<file path="src/hw/rtl/emal_pkg.sv">
// Shared types and constants for the extent map with append and lookup.
package emal_pkg;

    // Field widths fixed by the interface.
    localparam int DATA_W  = 32;
    localparam int LIMIT_W = 9;
    localparam int KIND_W  = 2;
    localparam int STAT_W  = 2;

    // Default table depth and the reset value of the fragment limit.
    localparam int                 MAX_ENTRIES_DEF = 256;
    localparam logic [LIMIT_W-1:0] LIMIT_RESET     = 9'd256;

    // Item kinds.
    localparam logic [KIND_W-1:0] KIND_CLEAR  = 2'd0;
    localparam logic [KIND_W-1:0] KIND_APPEND = 2'd1;
    localparam logic [KIND_W-1:0] KIND_LOOKUP = 2'd2;

    // Result status codes.
    localparam logic [STAT_W-1:0] STAT_OK    = 2'd0;
    localparam logic [STAT_W-1:0] STAT_FULL  = 2'd1;
    localparam logic [STAT_W-1:0] STAT_RANGE = 2'd2;

    // Controller states.
    typedef enum logic [2:0] {
        S_IDLE,
        S_SCAN,
        S_FIN1,
        S_FIN2,
        S_FIN3
    } t_state;

    // Lookup token handed from cell to cell.
    typedef struct packed {
        logic              valid;
        logic              hit;
        logic              cov;
        logic [DATA_W-1:0] lo;
        logic [DATA_W-1:0] phys;
        logic [DATA_W-1:0] len;
    } t_tok;

    // Table write from the controller to the cells.
    typedef struct packed {
        logic              we_new;
        logic              we_len;
        logic [DATA_W-1:0] lo;
        logic [DATA_W-1:0] phys;
        logic [DATA_W-1:0] len;
    } t_wr;

endpackage

</file>
<file path="src/hw/rtl/emal_ctrl.sv">
// Controller: command handshake, append and clear, lookup injection and result.
module emal_ctrl #(
    parameter int MAX_ENTRIES = emal_pkg::MAX_ENTRIES_DEF,
    parameter int IW          = 8,
    parameter int UW          = 9
) (
    input  logic                         i_clk,
    input  logic                         i_rst_n,
    input  logic                         start,
    output logic                         busy,
    input  logic [emal_pkg::KIND_W-1:0]  i_kind,
    input  logic [emal_pkg::DATA_W-1:0]  i_logical_offset,
    input  logic [emal_pkg::DATA_W-1:0]  i_physical_sector,
    input  logic [emal_pkg::DATA_W-1:0]  i_block_count,
    input  logic                         i_cfg_we,
    input  logic [emal_pkg::LIMIT_W-1:0] i_cfg_wdata,
    output emal_pkg::t_wr                o_wr,
    output logic [IW-1:0]                o_wr_idx,
    output logic [emal_pkg::DATA_W-1:0]  o_off,
    output logic [emal_pkg::DATA_W-1:0]  o_offend,
    output emal_pkg::t_tok               o_tok,
    output logic [UW-1:0]                o_left,
    input  emal_pkg::t_tok               i_tail,
    output logic                         o_done,
    output logic [emal_pkg::STAT_W-1:0]  o_status,
    output logic [emal_pkg::DATA_W-1:0]  o_found_offset,
    output logic [emal_pkg::DATA_W-1:0]  o_found_sector,
    output logic [emal_pkg::DATA_W-1:0]  o_found_count,
    output logic [emal_pkg::LIMIT_W-1:0] o_entries_used,
    output logic [emal_pkg::DATA_W-1:0]  o_mapped_size
);
    import emal_pkg::*;

    localparam logic [DATA_W-1:0] MAX_W = DATA_W'(MAX_ENTRIES);

    t_state            r_state, n_state;
    logic [LIMIT_W-1:0] r_limit, n_limit;
    logic [UW-1:0]     r_used, n_used;
    logic [DATA_W-1:0] r_total, n_total;
    logic [DATA_W-1:0] r_last_lend, n_last_lend;
    logic [DATA_W-1:0] r_last_pend, n_last_pend;
    logic [DATA_W-1:0] r_last_len, n_last_len;
    logic [DATA_W-1:0] r_off, n_off;
    logic [DATA_W-1:0] r_cnt, n_cnt;
    logic [DATA_W-1:0] r_offend, n_offend;
    logic              r_inject, n_inject;
    logic              r_hit, n_hit;
    logic              r_cov, n_cov;
    logic [DATA_W-1:0] r_lo, n_lo;
    logic [DATA_W-1:0] r_phys, n_phys;
    logic [DATA_W-1:0] r_len, n_len;
    logic [DATA_W-1:0] r_delta, n_delta;
    logic [DATA_W-1:0] r_run, n_run;
    logic              r_done, n_done;
    logic [STAT_W-1:0] r_status, n_status;
    logic [DATA_W-1:0] r_fo, n_fo;
    logic [DATA_W-1:0] r_fs, n_fs;
    logic [DATA_W-1:0] r_fc, n_fc;
    logic [DATA_W-1:0] eff_limit;
    logic              accept;
    logic              merge;
    logic              full;
    logic [DATA_W-1:0] new_end;

    assign accept    = start && !busy;
    assign eff_limit = (DATA_W'(r_limit) > MAX_W) ? MAX_W : DATA_W'(r_limit);
    assign merge     = (r_used != '0) && (r_last_lend == i_logical_offset)
                       && (r_last_pend == i_physical_sector);
    assign full      = (DATA_W'(r_used) >= eff_limit);
    assign new_end   = i_logical_offset + i_block_count;

    // Next state, table writes and result values.
    always_comb begin
        n_state     = r_state;
        n_limit     = i_cfg_we ? i_cfg_wdata : r_limit;
        n_used      = r_used;
        n_total     = r_total;
        n_last_lend = r_last_lend;
        n_last_pend = r_last_pend;
        n_last_len  = r_last_len;
        n_off       = r_off;
        n_cnt       = r_cnt;
        n_offend    = r_offend;
        n_inject    = 1'b0;
        n_hit       = r_hit;
        n_cov       = r_cov;
        n_lo        = r_lo;
        n_phys      = r_phys;
        n_len       = r_len;
        n_delta     = r_delta;
        n_run       = r_run;
        n_done      = 1'b0;
        n_status    = r_status;
        n_fo        = r_fo;
        n_fs        = r_fs;
        n_fc        = r_fc;
        o_wr        = '0;
        o_wr_idx    = IW'(r_used);

        unique case (r_state)
            S_IDLE: begin
                if (accept) begin
                    n_status = STAT_OK;
                    n_fo     = '0;
                    n_fs     = '0;
                    n_fc     = '0;
                    case (i_kind)
                        KIND_CLEAR: begin
                            n_used  = '0;
                            n_total = '0;
                            n_done  = 1'b1;
                        end
                        KIND_APPEND: begin
                            n_done = 1'b1;
                            if (i_block_count == '0) begin
                                n_total = i_logical_offset;
                            end else if (merge) begin
                                // Extend the last entry in place.
                                o_wr.we_len = 1'b1;
                                o_wr.len    = r_last_len + i_block_count;
                                o_wr_idx    = IW'(r_used - UW'(1));
                                n_last_len  = r_last_len + i_block_count;
                                n_last_lend = r_last_lend + i_block_count;
                                n_last_pend = r_last_pend + i_block_count;
                                n_total     = new_end;
                            end else if (full) begin
                                n_status = STAT_FULL;
                            end else begin
                                o_wr.we_new = 1'b1;
                                o_wr.lo     = i_logical_offset;
                                o_wr.phys   = i_physical_sector;
                                o_wr.len    = i_block_count;
                                n_last_len  = i_block_count;
                                n_last_lend = new_end;
                                n_last_pend = i_physical_sector + i_block_count;
                                n_used      = r_used + UW'(1);
                                n_total     = new_end;
                            end
                        end
                        KIND_LOOKUP: begin
                            n_off    = i_logical_offset;
                            n_cnt    = i_block_count;
                            n_offend = new_end;
                            n_inject = 1'b1;
                            n_state  = S_SCAN;
                        end
                        default: begin
                            n_done = 1'b1;
                        end
                    endcase
                end
            end
            S_SCAN: begin
                // Wait for the token to leave the last cell.
                if (i_tail.valid) begin
                    n_hit   = i_tail.hit;
                    n_cov   = i_tail.cov;
                    n_lo    = i_tail.lo;
                    n_phys  = i_tail.phys;
                    n_len   = i_tail.len;
                    n_state = S_FIN1;
                end
            end
            S_FIN1: begin
                n_delta = r_cov ? r_off - r_lo : r_lo - r_off;
                n_state = S_FIN2;
            end
            S_FIN2: begin
                n_run   = r_cov ? r_len - r_delta : r_cnt - r_delta;
                n_state = S_FIN3;
            end
            S_FIN3: begin
                n_done   = 1'b1;
                n_status = STAT_OK;
                n_fs     = '0;
                n_fc     = '0;
                if (r_hit && r_cov) begin
                    n_fo = r_off;
                    n_fs = r_phys + r_delta;
                    n_fc = (r_run > r_cnt) ? r_cnt : r_run;
                end else if (r_hit) begin
                    n_fo = r_lo;
                    n_fs = r_phys;
                    n_fc = (r_len > r_run) ? r_run : r_len;
                end else if (r_offend > r_total) begin
                    n_status = STAT_RANGE;
                    n_fo     = '0;
                end else begin
                    // Sparse tail past the last extent.
                    n_fo = r_offend;
                end
                n_state = S_IDLE;
            end
            default: begin
                n_state = S_IDLE;
            end
        endcase
    end

    // Control registers.
    always_ff @(posedge i_clk) begin
        if (!i_rst_n) begin
            r_state  <= S_IDLE;
            r_limit  <= LIMIT_RESET;
            r_used   <= '0;
            r_total  <= '0;
            r_inject <= 1'b0;
            r_done   <= 1'b0;
        end else begin
            r_state  <= n_state;
            r_limit  <= n_limit;
            r_used   <= n_used;
            r_total  <= n_total;
            r_inject <= n_inject;
            r_done   <= n_done;
        end
    end

    // Payload registers.
    always_ff @(posedge i_clk) begin
        r_last_lend <= n_last_lend;
        r_last_pend <= n_last_pend;
        r_last_len  <= n_last_len;
        r_off       <= n_off;
        r_cnt       <= n_cnt;
        r_offend    <= n_offend;
        r_hit       <= n_hit;
        r_cov       <= n_cov;
        r_lo        <= n_lo;
        r_phys      <= n_phys;
        r_len       <= n_len;
        r_delta     <= n_delta;
        r_run       <= n_run;
        r_status    <= n_status;
        r_fo        <= n_fo;
        r_fs        <= n_fs;
        r_fc        <= n_fc;
    end

    // Token injected into the first cell in the cycle after a lookup beat.
    always_comb begin
        o_tok       = '0;
        o_tok.valid = r_inject;
    end

    assign o_left         = r_used;
    assign o_off          = r_off;
    assign o_offend       = r_offend;
    assign busy           = (r_state != S_IDLE);
    assign o_done         = r_done;
    assign o_status       = r_status;
    assign o_found_offset = r_fo;
    assign o_found_sector = r_fs;
    assign o_found_count  = r_fc;
    assign o_entries_used = LIMIT_W'(r_used);
    assign o_mapped_size  = r_total;

endmodule

</file>
<file path="config.mk">
export PLATFORM = sky130hd
export DESIGN_NAME = emal_ctrl
export DESIGN_NICKNAME = d
export VERILOG_FILES = /design/src/hw/rtl/emal_pkg.sv /design/src/hw/rtl/emal_ctrl.sv
export SDC_FILE = /design/constraint.sdc
export NUM_CORES = 1
export LEC_CHECK = 0
export ABC_AREA = 0
export BUFFER_PORTS_ARGS = -buffer_cell sky130_fd_sc_hd__buf_2
export CAP_MARGIN = 10
export CORE_ASPECT_RATIO = 1.75
export CORE_UTILIZATION = 42
export DETAILED_ROUTE_END_ITERATION = 8
export PLACE_DENSITY_LB_ADDON = 0.25
export SYNTH_ARGS = -nofsm -noshare
export SYNTH_HDL_FRONTEND = slang
export SYNTH_SLANG_ARGS = --single-unit
</file>
<file path="constraint.sdc">
create_clock -name i_clk -period 6.8 [get_ports i_clk]
set_input_delay 0.68 -clock i_clk [delete_from_list [all_inputs] [get_ports i_clk]]
set_output_delay 0.68 -clock i_clk [all_outputs]
set_load 0.02 [all_outputs]
</file>
Yosys cells after proc, flatten, opt, wreduce, memory -nomap -nowiden

Cells that the tools add are included.
Widths: inputs -> output; s select.

$lt $le $gt $ge: 5
Muxes and demuxes: 61
Reductions and logical operators: 20
Add/sub/neg operators: 12
Bitwise operators: 1
Equal/unequal tests: 16

Operator list:

| cell                | count |
|---|---|
| $mux 32             | 21 |
| $mux 98             | 4 |
| $pmux 32 s2         | 4 |
| $add 32x32->32      | 6 |
| $sub 32x32->32      | 4 |
| $gt 32x32->1        | 3 |
| $mux 96             | 1 |
| $eq 32x32->1        | 2 |
| $mux 64             | 1 |
| $mux 8              | 5 |
| $mux 9              | 4 |
| $logic_not 32->1    | 1 |
| $pmux 9 s2          | 1 |
| $mux 2              | 7 |
| $ne 2x2->1 const B  | 6 |
| $pmux 3 s4          | 1 |
| $add 9x1->9 const B | 1 |
| $ge 9x9->1          | 1 |
| $gt 9x9->1 const B  | 1 |
| $mux 3              | 3 |
| $reduce_and 3->1    | 3 |
| $reduce_bool 9->1   | 1 |
| $sub 8x1->8 const B | 1 |
| $mux 1              | 7 |
| other kinds (20)    | 26 |

Bits in registers: 507
Input bits: 210
Word-level logic and storage cells: 138

Logic depth before layout (Yosys ltp)

Depth in word-level cells: 9
Gate-level depth with buffers: 21
Gate-level depth less buffers: 14

Worst setup path before layout

OpenSTA, ideal clock, no wires.

Path type: reg2out
From: register r_used[0] (netlist: o_entries_used[0])
To: output port o_wr[18] (netlist name)
Stages on the path, launching flop included: 13
Data required time: 6.120 ns
Data arrival time: 5.511 ns
Path buffers: 1
Path slack: 0.609 ns
Cell sequence: dfxtp_1 -> inv_1 -> ha_1 -> nand2b_1 -> a21o_1 -> a21o_1 -> a21oi_1 -> nor2_1 -> o22ai_1 -> o21bai_1 -> inv_1 -> clkbuf_1 -> and2_1

RTL lines:

| item                     | line             | text |
|---|---|---|
| start: declaration       | emal_ctrl.sv:38  | `logic [UW-1:0] r_used, n_used;` |
| start signal: assignment | emal_ctrl.sv:212 | `r_used <= n_used;` |
| end: declaration         | emal_ctrl.sv:17  | `output emal_pkg::t_wr o_wr,` |

==> run metrics <==
cell with the most instances after synthesis edfxtp_1; drt total wl 127000 um; top cells by instance count after synthesis edfxtp_1 (452), ha_1 (356), a21oi_1 (289); setup TNS 0 ps; H-tree depth 2; R2R Setup Slk between 2000 and 2500 ps; GP Congestion between 0.9 and 1; P per Cell Area 204 nW/um^2; CORE AREA 86000 um^2; Residual DRC 0; FF-to-FF Start o_entries_used[0]; Slew HR 21.9%; row cnt approximately 140; GR Util met3 3.21%; first-pass GRT wire length 185000 um; initial antenna violation count 3; EDFF count, synth 452; post-synth top area cell edfxtp_1; synth unique cells 80; total CTS buffers 54; via density per instance between 5 and 6; most crowded layer after global routing met2; Filler Cells Inserted 8194; Root Driver clkbuf_16; Die Ht 392 um; min cycle time layout 5420 ps; largest net degree at the start of global routing around 150; measured slew at the worst slew-check pin 1160 ps; CTS tree done; Hold Buf Count CTS 0; crit-path max FO 40; latest clock arrival within the worst-skew pair 640 ps; IO buf count 530; GRT Util Overall 28.4%; Req. time, crit path just over 6000 ps; CP Launch Type flip-flop; vias 30217; Leak about 19 nW; wire per inst 23.7 um; Reg2Reg Capture Point r_last_pend[28]; antenna-violating nets left 0; Worst Hold End r_lo[6]; hpwl dp 101000 um; # IOs 629; total gr overflow 0; Hold Fails Final Rpt 0; ys async rst share 0%; Arr. time, crit path 4740 ps; vias in the first global route ~30000; share of cells above drive strength 1 17.1%; Layout area overhead 14.4%; Yosys top cell area share a little under two fifths; postcts setup bufs 0; Tcrit/Tclk final 79.6%; CTS resizes 0; Sink Count 507; # setup viols final 0; Die ar. 88300 um^2; clock skew around 33 ps; RSZ-0062 raised after global routing false; Starting Density 42.5%; R2R cell count 12; maximum vdd drop 170 uV; clock slew at reported path FFs 70 ps; Hold Path Stages 1; reported max-cap violation count 0; fin nets 4756; HP Class primary input to flip-flop; Detailed Routing Iterations Pass 1 5; Synth Cell Area 36600 um^2; Max Slew Vio Count 0; Peak Freq between 150 and 200 MHz; CP Capture Type output port; CTS Buffer Depth 3; Chip Width 225 um; Worst Hold Launch i_tail[70]; DRT iter0 DRCs 1756; Syn. warnings 0; post-route total power 8.54 mW; status completed; post-synthesis sequential area ratio 40.1%; met1 usage between 30% and 40%; ranking of synthesized cells by area edfxtp_1 (37%), ha_1 (12%), a21oi_1 (4.0%); cell count after synthesis ~3700; syn_area_per_cell 9.80 um^2; Crit Path Class flip-flop to output port; met2 usage 52.0%; synthesized flop and latch total 507; top_reg_cell synth edfxtp_1
-- through the flow --
stage | area [um^2] | hold WS, ps | util [%] | worst slack [ps] | std cells
2_1_floorplan | 36900 | 452 | - | 609 | 3830
3_3_place_gp | 40000 | 453 | 46.5 | 1550 | 5278
3_5_place_dp | 40000 | 455 | 46.5 | 1570 | 5278
4_1_cts | 41800 | 185 | 48.7 | 1390 | 5379
5_1_grt | 41800 | 190 | 48.7 | 1090 | 5379
6_report | 41900 | 213 | 48.7 | 1380 | 5380
-- layout make-up --
class | count | area, um^2 | share of cell area, %
Clock buffer | 65 | 1490 | 3.55
Sequential cell | 507 | 14700 | 35.1
Tap cell | 1152 | 1440 | 3.44
Clock inverter | 36 | 397 | 0.948
Antenna cell | 1 | 2.50 | 0.00598
Inverter | 267 | 1000 | 2.40
Multi-Input combinational cell | 2795 | 20000 | 47.7
Timing Repair Buffer | 557 | 2880 | 6.88
-- cell usage in the layout, fill, tap and decap left out, types with 147 or more instances in the layout --
| cell | count |
|---|---|
| a21o_1 | 168 |
| a21oi_1 | 286 |
| buf_2 | 530 |
| edfxtp_1 | 452 |
| ha_1 | 356 |
| inv_1 | 263 |
| nand2_1 | 257 |
| nor2_1 | 166 |
| o21ai_0 | 243 |
| xnor2_1 | 147 |
-- how the worst max path moves through the flow --
stage	startpoint	endpoint	slack, ps	cells after the start
6_report	o_entries_used[0]	o_wr[69]	1380	13
5_1_grt	o_entries_used[0]	o_wr[74]	1090	13
4_1_cts	o_entries_used[0]	o_wr[69]	1390	13
3_5_place_dp	i_block_count[15]	o_wr[28]	1570	13
3_3_place_gp	i_block_count[15]	o_wr[28]	1550	13
2_1_floorplan	o_entries_used[0]	o_wr[18]	610	12
-- worst max-delay path, stage by stage (launching register included) --
cell	delay, ps
dfxtp_1	450
inv_1	190
ha_1	320
nand2b_1	140
a21o_1	180
a21o_1	170
a21oi_1	140
nor2_1	70
o22ai_1	570
nand2_1	270
nor2_4	840
buf_4	380
and2_1	150
buf_2	160
-- routing by layer --
layer  vias to the layer above  part of all wire [%]  wire length (um)
met3                       269                   5.4              6820
met5                         -                0.0078                10
met2                      1090                    51             65300
li1                      14295                     -                 -
met1                     14561                    37             47300
met4                         2                   6.3              8080
-- cells by family (layout without fill, tap and decap cells) --
family          after synthesis  after routing  share of synthesized area [%]
simple gates                879            879                           11.9
other cells                   1             99                         0.0103
mux                         163            163                           4.59
buf+inv                     528            925                           6.56
fa+ha+maj                   364            364                           12.6
compound gates             1026           1026                           17.8
xor+xnor                    265            265                           6.35
flops                       507            507                           40.1
-- where the power goes --
part	total, mW	leakage [nW]	internal, mW	switching, mW
clock network	3.23	0.917	1.86	1.37
logic	1.66	13.1	0.590	1.07
registers	3.65	4.66	3.56	0.0878
(Power assumes the default switching activity.)
