[config.mk]
export PLATFORM = sky130hd
export DESIGN_NAME = emal_cell
export DESIGN_NICKNAME = d
export VERILOG_FILES = /design/src/hw/rtl/emal_pkg.sv /design/src/hw/rtl/emal_cell.sv
export SDC_FILE = /design/constraint.sdc
export NUM_CORES = 1
export LEC_CHECK = 0
export ABC_AREA = 1
export ABC_CLOCK_PERIOD_IN_PS = 3900
export BUFFER_PORTS_ARGS = -buffer_cell sky130_fd_sc_hd__buf_2
export CAP_MARGIN = 5
export CORE_MARGIN = 5
export CORE_UTILIZATION = 25
export DETAILED_ROUTE_END_ITERATION = 8
export GPL_TIMING_DRIVEN = 0
export PLACE_DENSITY = 0.47
export SLEW_MARGIN = 25
export SYNTH_ARGS = -nofsm -noshare
export SYNTH_HDL_FRONTEND = slang
export SYNTH_SLANG_ARGS = --single-unit
[constraint.sdc]
create_clock -name i_clk -period 3.9 [get_ports i_clk]
set_clock_uncertainty 0.1 [all_clocks]
set_input_delay 0.195 -clock i_clk [delete_from_list [all_inputs] [get_ports i_clk]]
set_output_delay 0.195 -clock i_clk [all_outputs]
set_load 0.03 [all_outputs]
[src/hw/rtl/emal_pkg.sv]
// Shared types and constants for the extent map with append and lookup.
package emal_pkg;

    // Field widths fixed by the interface.
    localparam int DATA_W  = 32;
    localparam int LIMIT_W = 9;
    localparam int KIND_W  = 2;
    localparam int STAT_W  = 2;

    // Default table depth and the reset value of the fragment limit.
    localparam int                 MAX_ENTRIES_DEF = 256;
    localparam logic [LIMIT_W-1:0] LIMIT_RESET     = 9'd256;

    // Item kinds.
    localparam logic [KIND_W-1:0] KIND_CLEAR  = 2'd0;
    localparam logic [KIND_W-1:0] KIND_APPEND = 2'd1;
    localparam logic [KIND_W-1:0] KIND_LOOKUP = 2'd2;

    // Result status codes.
    localparam logic [STAT_W-1:0] STAT_OK    = 2'd0;
    localparam logic [STAT_W-1:0] STAT_FULL  = 2'd1;
    localparam logic [STAT_W-1:0] STAT_RANGE = 2'd2;

    // Controller states.
    typedef enum logic [2:0] {
        S_IDLE,
        S_SCAN,
        S_FIN1,
        S_FIN2,
        S_FIN3
    } t_state;

    // Lookup token handed from cell to cell.
    typedef struct packed {
        logic              valid;
        logic              hit;
        logic              cov;
        logic [DATA_W-1:0] lo;
        logic [DATA_W-1:0] phys;
        logic [DATA_W-1:0] len;
    } t_tok;

    // Table write from the controller to the cells.
    typedef struct packed {
        logic              we_new;
        logic              we_len;
        logic [DATA_W-1:0] lo;
        logic [DATA_W-1:0] phys;
        logic [DATA_W-1:0] len;
    } t_wr;

endpackage

[src/hw/rtl/emal_cell.sv]
// One table entry of the extent chain, with its stage of the lookup token.
module emal_cell #(
    parameter int IDX = 0,
    parameter int IW  = 8,
    parameter int UW  = 9
) (
    input  logic                       i_clk,
    input  logic                       i_rst_n,
    input  emal_pkg::t_wr              i_wr,
    input  logic [IW-1:0]              i_wr_idx,
    input  logic [emal_pkg::DATA_W-1:0] i_off,
    input  logic [emal_pkg::DATA_W-1:0] i_offend,
    input  emal_pkg::t_tok             i_tok,
    input  logic [UW-1:0]              i_left,
    output emal_pkg::t_tok             o_tok,
    output logic [UW-1:0]              o_left
);
    import emal_pkg::*;

    logic [DATA_W-1:0] r_lo;
    logic [DATA_W-1:0] r_phys;
    logic [DATA_W-1:0] r_len;
    t_tok              r_tok;
    t_tok              n_tok;
    logic [UW-1:0]     r_left;
    logic [UW-1:0]     n_left;
    logic              sel;
    logic [DATA_W-1:0] lend;
    logic              cov;
    logic              starts;
    logic              active;

    // Entry storage, written only when the controller addresses this cell.
    assign sel = (i_wr_idx == IW'(IDX));

    always_ff @(posedge i_clk) begin
        if (sel && i_wr.we_new) begin
            r_lo   <= i_wr.lo;
            r_phys <= i_wr.phys;
            r_len  <= i_wr.len;
        end else if (sel && i_wr.we_len) begin
            r_len  <= i_wr.len;
        end
    end

    // Match tests: the entry covers the offset, or starts inside the request.
    assign lend   = r_lo + r_len;
    assign cov    = (r_lo <= i_off) && (lend > i_off);
    assign starts = (r_lo > i_off) && (r_lo < i_offend);
    assign active = i_tok.valid && (i_left != '0) && !i_tok.hit;

    always_comb begin
        n_tok  = i_tok;
        n_left = (i_left != '0) ? i_left - UW'(1) : i_left;
        if (active && (cov || starts)) begin
            n_tok.hit  = 1'b1;
            n_tok.cov  = cov;
            n_tok.lo   = r_lo;
            n_tok.phys = r_phys;
            n_tok.len  = r_len;
        end
    end

    // Token stage towards the next cell; only the valid and hit flags are reset.
    always_ff @(posedge i_clk) begin
        r_tok.cov  <= n_tok.cov;
        r_tok.lo   <= n_tok.lo;
        r_tok.phys <= n_tok.phys;
        r_tok.len  <= n_tok.len;
        r_left     <= n_left;
        if (!i_rst_n) begin
            r_tok.valid <= 1'b0;
            r_tok.hit   <= 1'b0;
        end else begin
            r_tok.valid <= n_tok.valid;
            r_tok.hit   <= n_tok.hit;
        end
    end

    assign o_tok  = r_tok;
    assign o_left = r_left;

endmodule

======== Word level (Yosys, flattened, before mapping) ========
Cells that the tools add are included.
storage, ports and cells
  output and inout port bits .............. 108
  register bits ........................... 204
  input port bits ......................... 280
  logic and storage cells ................. 32
operators by class
  add/subtract/negate cells ............... 2
  reductions and logical operators ........ 12
  mux-type cells .......................... 4
  $lt $le $gt $ge ......................... 4
operators with widths
  kind                                                                number
  98-bit 2-to-1 mux                                                   1
  32-bit > comparator                                                 2
  32-bit 2-to-1 mux                                                   2
  32-bit adder                                                        1
  32-bit less-or-equal comparator                                     1
  32-bit less-than comparator                                         1
  9-bit 2-to-1 mux                                                    1
  9-bit nonzero test                                                  1
  9-bit by 1-bit subtractor with 9-bit output, second input constant  1
  8-bit zero test                                                     1
  1-bit logical AND                                                   7
  2-bit nonzero test                                                  1
  1-bit zero test                                                     1
  1-bit logical OR                                                    1

======== Depth between registers and ports, before layout ========
Gate-level depths: netlist of run 1.
  depth in word-level cells ............... 6
  depth in mapped cells ................... 27

======== Least setup slack after synthesis of run 1 ========
OpenSTA, ideal clock, no wires.
  path type ............................... input port to flip-flop
  from .................................... input i_wr_idx[1]
  to ...................................... register r_lo[0] (enable)
  required time ........................... 3314 ps
  arrival time ............................ 3227 ps
  cell stages on the path ................. 3
  path slack .............................. 87 ps
  cells stage by stage .................... nor4_1 nand2_1 nor2_1
on the way
  longest elaborated chain between the ends .. 2
ends and longest elaborated chain
  element               RTL line         RTL
  from (decl)           emal_cell.sv:10  input logic [IW-1:0] i_wr_idx,
  8-bit zero test       emal_cell.sv:34  assign sel = (i_wr_idx == IW'(IDX));
  1-bit logical AND     emal_cell.sv:37  if (sel && i_wr.we_new) begin
  to (signal assigned)  emal_cell.sv:38  r_lo <= i_wr.lo;
  to (decl)             emal_cell.sv:20  logic [DATA_W-1:0] r_lo;
No other way between the ends.
A chain may end at the register's enable or synchronous reset.

==> flow_summary_export.csv, run 1 <==
group,metric,value,unit
drt,drtIter0Drc,564,
drt,route.detailed.vias_per_inst,4.43,
final_layout,syn_to_final_growth,64.2,%
placement,pre_cts_slack,-1210,ps
sta,worst_slew_margin_rel,31.9,%
cts,clock-root-buffer,"sky130_fd_sc_hd__clkbuf_16",
floorplanning,die_h,220,um
synthesis,synthCells,1269,
floorplanning,dieArea,48400,um2
critical_path,worstPathArrival,4320,ps
synthesis,synth_nets,1677,
sta,worst-slew-pin-transition,1010,ps
cts,tritoncts,"yes",
sta,timing.final.max_slew_violations,0,
power,power_density,322,nW/um2
sta,finalSetupViolCount,85,
global_route,grt-ovfl-total,0,
sta,layout_worst_path_cycle_share,102,%
floorplanning,core-area,43900,um2
critical_path,crit_slowest_cell,"sky130_fd_sc_hd__edfxtp_1",
cts,ctsLongestPathBuffers,3,
run_status,status,"complete, but fails checks",
job,maxCapViolations,0,
critical_path,timing.critical_path.mode_cell,"sky130_fd_sc_hd__nand2_1",
critical_path,data_required_time_at_the_worst_endpoint,4230,ps
power,p_leak,8.62,nW
synthesis,synth-seq-area-share,45.8,%
synthesis,yosys_most_used_dff,"sky130_fd_sc_hd__dfxtp_1",
sta,max_freq,251,MHz
placement,placer_s_final_routability_congestion_estimate,0.838,
critical_path,critPathKind,"flop to flop",
global_route,grt_start_max_net_pins,24,
floorplanning,die_width,220,um
synthesis,ys_async_sr_fraction,0,%
synthesis,post_synth_instance_area,11000,um2
critical_path,cp_top_family,"simple AND/OR/NAND/NOR gates",
drt,detailroute.via_count,11400,
global_route,antenna_violations_before_repair,7,
critical_path,critical_path_peak_fanout,8,
critical_path,cp_slowest_stage_delay,380,ps
cts,cts_made_buffers,26,
run_status,failed_checks,"setup timing",
sta,grt_setup_unrepaired,"yes",
power,worst_ir_drop_vdd,316,uV
final_layout,post-route-cell-area,18100,um2
sta,fin_ws,-84.9,ps
synthesis,synth_area_per_inst,8.69,um2
cts,clkLatencyLatePin,560,ps
sta,min_period,3980,ps
sta,hold_viol_final,0,
cts,clk_pin_slew,60,ps
cts,clock_sinks,204,
floorplanning,initial_util,25.1,%
final_layout,layout-drive-gt1-share,32.3,%
floorplanning,floorplan.rows,77,
floorplanning,pin_count,388,
placement,place.detailed.hpwl,35400,um
critical_path,crit_path_end_kind,"flop",
drt,drt-pass1-iter-count,5,
synthesis,seq_cells_post_synth,204,
critical_path,critical_path_buf_inv_count,4,
synthesis,synth_edf_count,96,
global_route,grt_pass1_vias,11600,
placement,numPortBuffers,387,
synthesis,yosysWarningCount,0,
global_route,grtUsageTotal,18.0,%
final_layout,final_cell_mix,"sky130_fd_sc_hd__buf_2 (393), sky130_fd_sc_hd__nand2_1 (285), sky130_fd_sc_hd__dlygate4sd3_1 (215)",
drt,route.antenna.remaining_nets,0,
cts,h-tree-depth,1,
critical_path,start_kind,"flop",
final_layout,finalNetCount,2364,
drt,detail_route.wirelength,46500,um
placement,dpl_cell_area,13800,um2
min_path,min_path_type,"input pin to flop",
drt,wire_per_inst,18.1,um
synthesis,synth_cell_types,41,
drt,drc_viols,0,
global_route,wire_length_of_the_first_global_routing_pass,67100,um
final_layout,mostFrequentLayoutCell,"sky130_fd_sc_hd__buf_2",
## cell families after synthesis
kind of cell | share of synthesized area [%]
AOI/OAI and AO/OA | 7.77
and+or+nand+nor | 22.8
xor gates and xnor gates | 2.46
buffers and inverters | 6.59
DFF | 45.8
adders and majority gates | 14.6
## what timing repair did
action | in CTS | in global routing
hold buffers | 215 | 0
pin swaps | 20 | 19
setup endpoints to repair | 98 | 98
cloned | 2 | 3
resized for setup | 116 | 88
buffers inserted | 30 | 19
endpoints found under the hold margin | 205 | 0
## synthesized netlist by cell type, types with 3 or more instances
master                       n  area, um2
sky130_fd_sc_hd__buf_2      17       85.1
sky130_fd_sc_hd__a21oi_1    87        435
sky130_fd_sc_hd__nand3_1    23        115
sky130_fd_sc_hd__buf_4       3       22.5
sky130_fd_sc_hd__nor4_1      3       18.8
sky130_fd_sc_hd__buf_1       9       33.8
sky130_fd_sc_hd__inv_1     141        529
sky130_fd_sc_hd__nand4_1   113        707
sky130_fd_sc_hd__o21a_1      5       37.5
sky130_fd_sc_hd__o21bai_1    6       45.0
sky130_fd_sc_hd__nand2_1   344       1290
sky130_fd_sc_hd__clkbuf_1   10       37.5
sky130_fd_sc_hd__xor2_1     22        193
sky130_fd_sc_hd__ha_1      127       1590
sky130_fd_sc_hd__dfxtp_1   108       2160
sky130_fd_sc_hd__nor2_1     68        255
sky130_fd_sc_hd__a31oi_1     6       37.5
sky130_fd_sc_hd__o21ai_0    34        170
sky130_fd_sc_hd__edfxtp_1   96       2880
sky130_fd_sc_hd__xnor2_1     9       78.8
sky130_fd_sc_hd__nor3_1      6       30.0
sky130_fd_sc_hd__a21o_1      7       52.6
## where the power goes
part / switching, W / internal (W)
sequential: 0.0000244 / 0.00234
clock: 0.000975 / 0.00143
combinational: 0.000597 / 0.000476
## path summary, 6_finish.rpt
path | cells after the start | endpoint | slack, ps | from
min reg2reg | 2 | o_tok[49] | 400 | r_phys[17]
min | 4 | r_lo[22] | 100 | i_wr_idx[6]
max reg2reg | 25 | o_tok[75] | -80 | r_lo[0]
max | 25 | o_tok[75] | -80 | r_lo[0]
## area by class of cell
class | instances | area (um2)
flip-flops and latches | 204 | 5040
clock inverters | 10 | 91.3
repair buffers | 660 | 4690
inverters | 143 | 537
fillers | 4445 | 25800
clock buffers | 38 | 766
diodes | 3 | 7.51
plain buffers | 39 | 325
well taps | 592 | 741
multi-input cells | 882 | 5900
## state kept, by name, summed over array words and instances, names as in the netlist
signal and count:
o_left 9, o_tok 99, r_len 32, r_lo 32, r_phys 32
## stage by stage
| stage | TNS [ps] | cells | hold WS (ps) | utilization, % | total power, W |
|---|---|---|---|---|---|
| 4_1_cts | -17820 | 2547 | 61.0 | 39.8 | 0.00592 |
| 3_5_place_dp | -104710 | 2252 | 273 | 31.4 | 0.00322 |
| 5_1_grt | -28260 | 2570 | 82.4 | 41.2 | 0.00612 |
| 2_1_floorplan | 0 | 1269 | 188 | - | 0.00287 |
| 6_report | -3180 | 2571 | 99.2 | 41.2 | 0.00583 |
| 3_3_place_gp | -248520 | 2248 | 272 | 31.2 | 0.00321 |
## metal layers
layer	part of all wire (%)	GRT usage [%]
met5	0.099	0
met1	43	23.1
met4	2.6	4.76
met3	5.8	3.81
met2	48	31.0
## worst register-to-register path, stage by stage (launching register included)
cell and delay (ps):
sky130_fd_sc_hd__edfxtp_1 380, sky130_fd_sc_hd__ha_2 210, sky130_fd_sc_hd__inv_2 40, sky130_fd_sc_hd__fa_2 350, sky130_fd_sc_hd__inv_2 60, sky130_fd_sc_hd__nand2_2 60, sky130_fd_sc_hd__o21ai_4 220, sky130_fd_sc_hd__a21oi_4 130
sky130_fd_sc_hd__o21ai_4 200, sky130_fd_sc_hd__nand3_1 110, sky130_fd_sc_hd__nand2_1 110, sky130_fd_sc_hd__xor2_1 100, sky130_fd_sc_hd__ha_1 290, sky130_fd_sc_hd__nand2_1 50, sky130_fd_sc_hd__nor2_2 140, sky130_fd_sc_hd__nand2_2 130
sky130_fd_sc_hd__nor4_4 200, sky130_fd_sc_hd__nand2_1 80, sky130_fd_sc_hd__nand2_1 80, sky130_fd_sc_hd__nand2_2 100, sky130_fd_sc_hd__nand2_8 120, sky130_fd_sc_hd__nand3_4 130, sky130_fd_sc_hd__buf_12 190, sky130_fd_sc_hd__buf_8 150
sky130_fd_sc_hd__nand2_2 70, sky130_fd_sc_hd__nand2_1 70
No activity file was read; power rests on OpenSTA's default activity.
==> run 2, diff against run 1 <==
ABC_CLOCK_PERIOD_IN_PS = 4080   (was 3900)
PLACE_DENSITY = 0.46   (was 0.47)
clock period = 4.08 ns   (was 3.9 ns; I/O delays follow)
==> run 2 against run 1 <==
  * Combinational power is 6% lower
  * Clock-buffer cell count stayed put
  * Cell count is 0.31% lower
  * Global-route usage is 0.15 points lower
  * The flow now finishes without violations
  * Routed wire length is 0.79% lower
  * Non-clock buffer count is 12 lower
  * Critical path type unchanged
==> flow_summary_export.csv, run 2 (same netlist as run 1, synthesis figures left out) <==
group,metric,value,unit
sta,layout_worst_path_cycle_share,96.5,%
critical_path,cp_slowest_stage_delay,510,ps
drt,drt-pass1-iter-count,7,
final_layout,final_cell_mix,"sky130_fd_sc_hd__buf_2 (396), sky130_fd_sc_hd__nand2_1 (309), sky130_fd_sc_hd__dlygate4sd3_1 (212)",
critical_path,critPathKind,"flop to flop",
critical_path,critical_path_buf_inv_count,2,
critical_path,ff2ff_setup_slack,140,ps
drt,detail_route.wirelength,46100,um
critical_path,start_kind,"flop",
critical_path,crit_slowest_cell,"sky130_fd_sc_hd__edfxtp_1",
sta,finalSetupTns,0,ps
critical_path,regToRegEndpoint,"o_tok[55]",
cts,clock-root-buffer,"sky130_fd_sc_hd__clkbuf_16",
floorplanning,die_h,220,um
placement,placer_s_final_routability_congestion_estimate,0.842,
sta,worst_hold_slack_after_final_layout,50.5,ps
global_route,antenna_violations_before_repair,16,
placement,dpl_cell_area,13800,um2
floorplanning,initial_util,25.1,%
power,power_density,301,nW/um2
critical_path,r2r_cells,20,
final_layout,fin_util,40.5,%
cts,clock_sinks,204,
placement,place.detailed.hpwl,35600,um
sta,worst-slew-pin-transition,1020,ps
cts,tritoncts,"yes",
drt,route.detailed.vias_per_inst,4.37,
placement,numPortBuffers,387,
floorplanning,floorplan.rows,77,
global_route,grtUsageTotal,17.9,%
critical_path,crit_path_end_kind,"flop",
drt,route.antenna.remaining_nets,0,
critical_path,cp_top_family,"simple AND/OR/NAND/NOR gates",
job,maxCapViolations,0,
sta,grt_setup_unrepaired,"yes",
floorplanning,pin_count,388,
final_layout,mostFrequentLayoutCell,"sky130_fd_sc_hd__buf_2",
critical_path,data_required_time_at_the_worst_endpoint,4410,ps
min_path,timing.hold.worst_endpoint,"r_lo[15]",
cts,clkLatencyLatePin,560,ps
final_layout,post-route-cell-area,17800,um2
sta,max_freq,254,MHz
min_path,timing.hold.worst_path_depth,3,
global_route,grt_pass1_vias,11600,
final_layout,syn_to_final_growth,61.2,%
drt,detailroute.via_count,11200,
power,worst_ir_drop_vdd,275,uV
drt,drc_viols,0,
critical_path,cells_traversed_along_the_worst_timing_path,"ha_2 -> a21oi_1 -> o21ai_0 -> a21oi_1 -> o211ai_1 -> xor2_1 -> ha_1 -> nand2_2 -> nor2_4 -> nand2_4 -> nor4_4 -> nand2_1 -> nand2_1 -> nand2_2 -> nand2_4 -> nand3_4 -> buf_12 -> buf_8 -> nand2_1 -> nand2_1",
final_layout,layout-drive-gt1-share,30.3,%
cts,h-tree-depth,1,
global_route,wire_length_of_the_first_global_routing_pass,66200,um
min_path,min_path_type,"input pin to flop",
min_path,min_from,"i_wr[97]",
critical_path,worstPathArrival,4270,ps
critical_path,cp.depth,20,
floorplanning,core-area,43900,um2
sta,hold_viol_final,0,
critical_path,critical_path_peak_fanout,10,
cts,cts_made_buffers,25,
drt,wire_per_inst,18.0,um
cts,clk_pin_slew,60,ps
power,power.total,0.00535,W
run_status,status,"completed",
power,p_leak,8.50,nW
sta,finalSetupViolCount,0,
critical_path,timing.critical_path.mode_cell,"sky130_fd_sc_hd__nand2_1",
global_route,grt_start_max_net_pins,24,
sta,timing.final.max_slew_violations,0,
global_route,grt-ovfl-total,0,
final_layout,largest_register_ff_count,99,
cts,ctsLongestPathBuffers,3,
final_layout,finalNetCount,2351,
floorplanning,die_width,220,um
floorplanning,dieArea,48400,um2
final_layout,nFillCells,4480,
drt,drtIter0Drc,569,
critical_path,r2r_start,"r_lo[25]",
sta,worst_slew_margin_rel,31.4,%
sta,min_period,3940,ps
## run 2: metal layers
layer / global-route usage (%) / vias up / wire length [um]
met5: 0 / - / 69
met4: 5.82 / 14 / 1410
met3: 3.75 / 76 / 2790
met2: 30.6 / 312 / 21900
met1: 22.5 / 5107 / 19900
li1: - / 5702 / -
## run 2: area by class of cell
| type | instances | area (um2) | share of cell area [%] |
|---|---|---|---|
| multi-input cells | 882 | 5770 | 32.5 |
| flip-flops and latches | 204 | 5040 | 28.4 |
| repair buffers | 648 | 4590 | 25.8 |
| well taps | 592 | 741 | 4.17 |
| clock buffers | 38 | 694 | 3.91 |
| inverters | 143 | 537 | 3.02 |
| plain buffers | 39 | 308 | 1.73 |
| clock inverters | 8 | 63.8 | 0.359 |
| diodes | 9 | 22.5 | 0.127 |
## run 2: stage by stage
| stage | worst slack, ps | std cells |
|---|---|---|
| finish | 141 | 2563 |
| global route | -95.8 | 2560 |
| CTS | -0.799 | 2531 |
| detailed placement | -1000 | 2252 |
| global placement | -2070 | 2248 |
| floorplan | 258 | 1269 |
## run 2: worst max path at each step
stage / to / slack (ps) / start
floorplan: r_lo[0] / 260 / i_wr_idx[1]
global placement: r_lo[19] / -2070 / i_wr_idx[1]
detailed placement: o_tok[81] / -1000 / r_lo[0]
CTS: o_tok[55] / -0.8 / r_lo[0]
global route: o_tok[30] / -100 / r_lo[0]
finish: o_tok[55] / 140 / r_lo[25]
## run 2: where the power goes
| part | total (W) | leakage [nW] | switching [W] | internal (W) |
|---|---|---|---|---|
| Sequential | 0.00226 | 1.77 | 0.0000253 | 0.00223 |
| Combinational | 0.00101 | 6.36 | 0.000567 | 0.000444 |
| Clock | 0.00208 | 0.365 | 0.000896 | 0.00118 |
| Total | 0.00535 | 8.50 | 0.00149 | 0.00386 |
## run 2: tightest hold or removal path, delay by kind of cell
kind	cells	cell delay, ps
and+or+nand+nor	1	120
buffers and inverters	2	180
## run 2: repair_timing
action	CTS	global route
pin swaps	14	20
resized for setup	74	93
buffers inserted	21	22
cloned	0	3
hold buffers	212	0
endpoints found under the hold margin	204	0
setup endpoints to repair	98	98
